===== config.mk =====
export PLATFORM = sky130hd
export DESIGN_NAME = lrgd_div
export DESIGN_NICKNAME = d
export VERILOG_FILES = /design/src/hdl/lrgd_pkg.sv /design/src/hdl/lrgd_div.sv
export SDC_FILE = /design/constraint.sdc
export NUM_CORES = 1
export LEC_CHECK = 0
export BUFFER_PORTS_ARGS = -buffer_cell sky130_fd_sc_hd__buf_4
export CAP_MARGIN = 20
export CELL_PAD_IN_SITES_DETAIL_PLACEMENT = 2
export CELL_PAD_IN_SITES_GLOBAL_PLACEMENT = 2
export CORE_MARGIN = 5
export CORE_UTILIZATION = 34
export CTS_BUF_LIST = sky130_fd_sc_hd__clkbuf_8
export CTS_CLUSTER_DIAMETER = 30
export DETAILED_ROUTE_END_ITERATION = 16
export HOLD_SLACK_MARGIN = 0.12
export PLACE_DENSITY = 0.84
export SETUP_SLACK_MARGIN = 0.5
export SLEW_MARGIN = 10
export SYNTH_ARGS = -nofsm -noshare
export SYNTH_HDL_FRONTEND = slang
export SYNTH_SLANG_ARGS = --single-unit
export TNS_END_PERCENT = 20

===== constraint.sdc =====
create_clock -name clk -period 2.95 [get_ports clk]
set_input_delay 0.1475 -clock clk [delete_from_list [all_inputs] [get_ports clk]]
set_output_delay 0.1475 -clock clk [all_outputs]
set_load 0.1 [all_outputs]

===== src/hdl/lrgd_pkg.sv =====
`timescale 1ns / 1ps
// ----------------------------------------------------------------------------
// lrgd_pkg
// Shared types, constants and saturation helpers of the regression trainer.
// ----------------------------------------------------------------------------
package lrgd_pkg;

  localparam int NF       = 4;
  localparam int DW       = 32;
  localparam int FRAC     = 16;
  localparam int LR_W     = 24;
  localparam int ITER_W   = 20;
  localparam int ACC_W    = 64;
  localparam int MEAN_W   = 40;
  localparam int IDX_W    = $clog2(NF + 1);
  localparam int XI_W     = (NF > 1) ? $clog2(NF) : 1;
  localparam int ROW_W    = NF * DW;

  // input function codes
  localparam logic FUNC_LOAD    = 1'b0;
  localparam logic FUNC_PREDICT = 1'b1;

  // result kind codes
  localparam logic KIND_WEIGHT  = 1'b0;
  localparam logic KIND_PRED    = 1'b1;

  // configuration register indexes
  localparam logic REG_LEARNING_RATE   = 1'b0;
  localparam logic REG_ITERATION_COUNT = 1'b1;

  localparam logic signed [ACC_W-1:0] DW_MAX   = 64'sd2147483647;
  localparam logic signed [ACC_W-1:0] DW_MIN   = -64'sd2147483648;
  localparam logic signed [ACC_W-1:0] MEAN_MAX = 64'sd549755813887;
  localparam logic signed [ACC_W-1:0] MEAN_MIN = -64'sd549755813888;

  typedef logic signed [DW-1:0]    data_t;
  typedef logic signed [ACC_W-1:0] acc_t;
  typedef logic [ROW_W-1:0]        row_t;

  // clamp a wide value to the data word range
  function automatic data_t sat_dw(input acc_t v);
    data_t r;
    if (v > DW_MAX) begin
      r = DW_MAX[DW-1:0];
    end else if (v < DW_MIN) begin
      r = DW_MIN[DW-1:0];
    end else begin
      r = v[DW-1:0];
    end
    return r;
  endfunction

  // clamp a quotient to the mean range
  function automatic logic signed [MEAN_W-1:0] sat_mean(input acc_t v);
    logic signed [MEAN_W-1:0] r;
    if (v > MEAN_MAX) begin
      r = MEAN_MAX[MEAN_W-1:0];
    end else if (v < MEAN_MIN) begin
      r = MEAN_MIN[MEAN_W-1:0];
    end else begin
      r = v[MEAN_W-1:0];
    end
    return r;
  endfunction

endpackage


===== src/hdl/lrgd_div.sv =====
`timescale 1ns / 1ps
// ----------------------------------------------------------------------------
// lrgd_div
// Iterative signed divide of a 64-bit sum by an unsigned sample count,
// one quotient bit per cycle, truncating toward zero.
// ----------------------------------------------------------------------------
module lrgd_div #(
  parameter int CW = 9
) (
  input  logic        clk,
  input  logic        rst_n,
  input  logic        start,
  input  lrgd_pkg::acc_t dividend,
  input  logic [CW-1:0]  divisor,
  output logic        done,
  output lrgd_pkg::acc_t quotient
);
  import lrgd_pkg::*;

  logic [ACC_W-1:0]        q_r, q_nxt;
  logic [CW-1:0]           rem_r, rem_nxt;
  logic [$clog2(ACC_W)-1:0] cnt_r, cnt_nxt;
  logic                    busy_r, busy_nxt;
  logic                    done_r, done_nxt;
  logic                    neg_r, neg_nxt;
  logic [CW:0]             rem_sh;

  // restoring division step
  always_comb begin
    q_nxt    = q_r;
    rem_nxt  = rem_r;
    cnt_nxt  = cnt_r;
    busy_nxt = busy_r;
    neg_nxt  = neg_r;
    done_nxt = 1'b0;
    rem_sh   = {rem_r, q_r[ACC_W-1]};
    if (start) begin
      neg_nxt  = dividend[ACC_W-1];
      q_nxt    = dividend[ACC_W-1] ? ACC_W'(-dividend) : dividend;
      rem_nxt  = '0;
      cnt_nxt  = '0;
      busy_nxt = 1'b1;
    end else if (busy_r) begin
      if (rem_sh >= {1'b0, divisor}) begin
        rem_nxt = CW'(rem_sh - {1'b0, divisor});
        q_nxt   = {q_r[ACC_W-2:0], 1'b1};
      end else begin
        rem_nxt = rem_sh[CW-1:0];
        q_nxt   = {q_r[ACC_W-2:0], 1'b0};
      end
      cnt_nxt = cnt_r + 1'b1;
      if (cnt_r == ($clog2(ACC_W))'(ACC_W - 1)) begin
        busy_nxt = 1'b0;
        done_nxt = 1'b1;
      end
    end
  end

  always_ff @(posedge clk) begin
    if (!rst_n) begin
      busy_r <= 1'b0;
      done_r <= 1'b0;
      cnt_r  <= '0;
    end else begin
      busy_r <= busy_nxt;
      done_r <= done_nxt;
      cnt_r  <= cnt_nxt;
    end
    q_r   <= q_nxt;
    rem_r <= rem_nxt;
    neg_r <= neg_nxt;
  end

  assign done     = done_r;
  assign quotient = neg_r ? acc_t'(-q_r) : acc_t'(q_r);

endmodule


==> impl_metrics.env <==
export IMPL_worstPathArrival_ps=3230
export IMPL_synth_common_cells="sky130_fd_sc_hd__nor2_1 (77), sky130_fd_sc_hd__xnor2_1 (69), sky130_fd_sc_hd__edfxtp_1 (65)"
export IMPL_synth_edff_count=65
export IMPL_maximum_clock_rate_mhz=296
export IMPL_post_route_worst_setup_slack_ps=-424
export IMPL_chip_height_um=155
export IMPL_routed_wire_length_per_instance_um=38.6
export IMPL_worst_case_vdd_ir_drop_v=0.000335
export IMPL_synth_flop_cell="sky130_fd_sc_hd__edfxtp_1"
export IMPL_clk_latency_ps=400
export IMPL_synthMostInstantiatedCell="sky130_fd_sc_hd__nor2_1"
export IMPL_report_final_slew_viol_count=0
export IMPL_drive_gt1_frac=0.430
export IMPL_synth_cell_area_um2=7190
export IMPL_finalWorstPathRequiredPeriod_ps=3370
export IMPL_rsz0062_at_grt="true"
export IMPL_gpl_final_weighted_congestion=0.826
export IMPL_globalRoute_totalOverflow=0
export IMPL_maximum_number_of_pins_on_one_net_before_global_route_repair=93
export IMPL_power_density_nw_per_um2=529
export IMPL_sort_of_element_at_the_start_of_the_critical_path="flip-flop"
export IMPL_hpwlAfterDp_um=23900
export IMPL_result_of_the_run="complete, but fails checks"
export IMPL_root_buffer="sky130_fd_sc_hd__clkbuf_8"
export IMPL_synth_area_leaders="sky130_fd_sc_hd__edfxtp_1 (27%), sky130_fd_sc_hd__xnor2_1 (8.4%), sky130_fd_sc_hd__dfxtp_1 (4.7%)"
export IMPL_number_of_global_route_vias_before_repair=9489
export IMPL_path_common_cell="sky130_fd_sc_hd__or4_4"
export IMPL_finalNetCount=1137
export IMPL_layout_filler_cells=2035
export IMPL_synthesis_nets=939
export IMPL_place_area_um2=9550
export IMPL_port_buffer_count=140
export IMPL_synth_seq_area_share=0.319
export IMPL_timing_max_cap_violations=0
export IMPL_antenna_found_initial=1
export IMPL_setup_viol_count_final=35
export IMPL_place_ws_ps=-155
export IMPL_ys_seq_elements=82
export IMPL_fin_crit_sh=1.14
export IMPL_timing_worst_setup_path_type="flip-flop to primary output"
export IMPL_max_slew_margin=0.266
export IMPL_clock_tree_from_tritoncts="done"
export IMPL_grt_pass1_wl_um=62500
export IMPL_core_area_um2=21000
export IMPL_cts_path_max_buffers=2
export IMPL_netlist_area_leader_share=0.271
export IMPL_fin_area_um2=11900
export IMPL_hold_violations=0
export IMPL_violated_checks="setup timing"
export IMPL_worst_path_max_fanout=7
export IMPL_total_routing_usage_gr=0.336
export IMPL_cts_sinks=82
export IMPL_wl_um=51300
export IMPL_die_x_um=155
export IMPL_floorplan_die_area_um2=24200
export IMPL_cts_buffers_inserted=9
export IMPL_io_pins=141
export IMPL_drt_pass1_iter_count=5
export IMPL_number_of_distinct_library_cells_after_synthesis=62
export IMPL_timing_critical_path_to_type="primary output"
export IMPL_cp_slowest_stage_delay_ps=590
export IMPL_tns_ps=-7470
export IMPL_vias=9380
export IMPL_cell_at_the_slowest_stage_of_the_critical_path="sky130_fd_sc_hd__or4_4"
export IMPL_row_count=53
export IMPL_overall_power_after_layout_mw=6.28
export IMPL_ant_nets=0
export IMPL_p_leak_nw=4.55
export IMPL_drc_violation_count_after_routing=0
export IMPL_finalClockSkew_ps=17.6
export IMPL_initial_utilization=0.343
export IMPL_area_growth_syn_to_layout_pct=65.1
export IMPL_synthCells=850
export IMPL_synth_area_leader_cell="sky130_fd_sc_hd__edfxtp_1"
export IMPL_worst_hold_path_type="primary input to flip-flop"
export IMPL_via_per_inst=7.06
export IMPL_cp_required_ps=2800
export IMPL_num_antenna_cells=0
export IMPL_htree_num_levels=3
export IMPL_post_synth_cell_area_avg_um2=8.46
export IMPL_crit_path_cell_trace="or4_4 > or4_4 > or3_4 > buf_6 > o41ai_4 > xnor2_4 > buf_12"
export IMPL_cts_reportedPaths_clkPinSlew_ps=120
export IMPL_drt_first_iter_violations=1263
export IMPL_postSynth_asyncResetShare=0
export IMPL_ys_warnings_count=0
export IMPL_max_slew_worst_pin_slew_ps=1100
==> worst max-delay path: cells and delay by family, from the launching register on <==
kind | cells | cell delay [ps]
XOR/XNOR | 1 | 180
AND/OR/NAND/NOR | 3 | 1480
flip-flops | 1 | 480
buffers and inverters | 2 | 370
AO/OA/AOI/OAI | 1 | 330
==> flip-flops by register name (all words and copies together), names as in the netlist <==
name / cells
busy_r: 1
cnt_r: 6
done: 1
neg_r: 1
q_r: 64
rem_r: 9
==> layout make-up <==
type / count / area [µm²] / area share
Timing Repair Buffer: 245 / 2540 / 0.214
Clock buffer: 9 / 124 / 0.0104
Sequential cell: 82 / 2290 / 0.193
Clock inverter: 7 / 77.6 / 0.00653
Inverter: 22 / 82.6 / 0.00696
Tap cell: 275 / 344 / 0.0290
Multi-Input combinational cell: 688 / 6410 / 0.540
==> repair_timing <==
action / CTS / global route
setup buffers: 16 / 8
pin swaps: 79 / 93
hold endpoints to repair: 6 / 0
setup endpoints to repair: 72 / 73
cloned: 1 / 1
gates resized for setup: 205 / 138
hold buffers: 6 / 0
==> kinds of logic after synthesis <==
logic type / count (synthesis) / share of synthesized area
simple gates: 361 / 0.274
compound gates: 208 / 0.210
xor+xnor: 100 / 0.122
flops: 82 / 0.319
buf+inv: 80 / 0.0426
fa+ha+maj: 13 / 0.0237
mux: 6 / 0.00853
==> path summary, 6_finish.rpt <==
kind	startpoint	to	slack (ps)	depth (start not counted)
hold / removal	dividend[61]	q_r[61]	160	3
setup reg to reg	q_r[63]	rem_r[1]	210	10
setup / recovery	q_r[51]	quotient[57]	-420	7
hold reg to reg	cnt_r[5]	cnt_r[5]	520	2
==> report_power, final <==
part	total, mW	internal, mW	switching, mW
sequential	1.64	1.40	0.238
clock	0.979	0.401	0.578
combinational	3.66	1.21	2.45
==> layout by cell type (no fill, tap or decap), types with 6 or more instances in the layout <==
master / instances
sky130_fd_sc_hd__buf_4: 154
sky130_fd_sc_hd__nor2_1: 75
sky130_fd_sc_hd__edfxtp_1: 65
sky130_fd_sc_hd__nand2_1: 40
sky130_fd_sc_hd__a21oi_1: 39
sky130_fd_sc_hd__buf_6: 36
sky130_fd_sc_hd__xor2_1: 31
sky130_fd_sc_hd__buf_12: 30
sky130_fd_sc_hd__nand3_1: 29
sky130_fd_sc_hd__xnor2_2: 29
sky130_fd_sc_hd__or3_1: 28
sky130_fd_sc_hd__nand4_1: 26
sky130_fd_sc_hd__nor2b_1: 22
sky130_fd_sc_hd__xnor2_1: 21
sky130_fd_sc_hd__inv_1: 20
sky130_fd_sc_hd__xnor2_4: 19
sky130_fd_sc_hd__o41ai_4: 18
sky130_fd_sc_hd__a31oi_1: 17
sky130_fd_sc_hd__o31ai_4: 17
sky130_fd_sc_hd__dfxtp_1: 17
sky130_fd_sc_hd__nor3_1: 16
sky130_fd_sc_hd__buf_8: 16
sky130_fd_sc_hd__o21ai_0: 15
sky130_fd_sc_hd__or2_2: 13
sky130_fd_sc_hd__nor4_1: 12
sky130_fd_sc_hd__o31ai_1: 12
sky130_fd_sc_hd__o41ai_1: 12
sky130_fd_sc_hd__or4_1: 10
sky130_fd_sc_hd__or3_4: 10
sky130_fd_sc_hd__ha_1: 10
sky130_fd_sc_hd__or4_4: 9
sky130_fd_sc_hd__clkbuf_8: 9
sky130_fd_sc_hd__a2111o_1: 8
sky130_fd_sc_hd__and3_1: 7
sky130_fd_sc_hd__a311o_1: 6
sky130_fd_sc_hd__a2111oi_0: 6
sky130_fd_sc_hd__o21ai_4: 6
sky130_fd_sc_hd__nand2_4: 6
==> metal layers <==
metal,GRT usage,vias to the layer above,wire length (µm)
met5,0,-,12
met3,0.0570,244,4960
li1,-,3701,-
met1,0.401,4647,18400
met4,0.133,2,3360
met2,0.599,786,24500
==> per-stage QoR <==
step                       util  hold WS (ps)  instances
after floorplan               -           246        850
after global placement    0.456           382       1279
after detailed placement  0.456           424       1279
after CTS                 0.523           122       1318
after global routing      0.567           160       1328
final                     0.567           159       1328
Note: power is estimated with default switching activity, not from simulation.
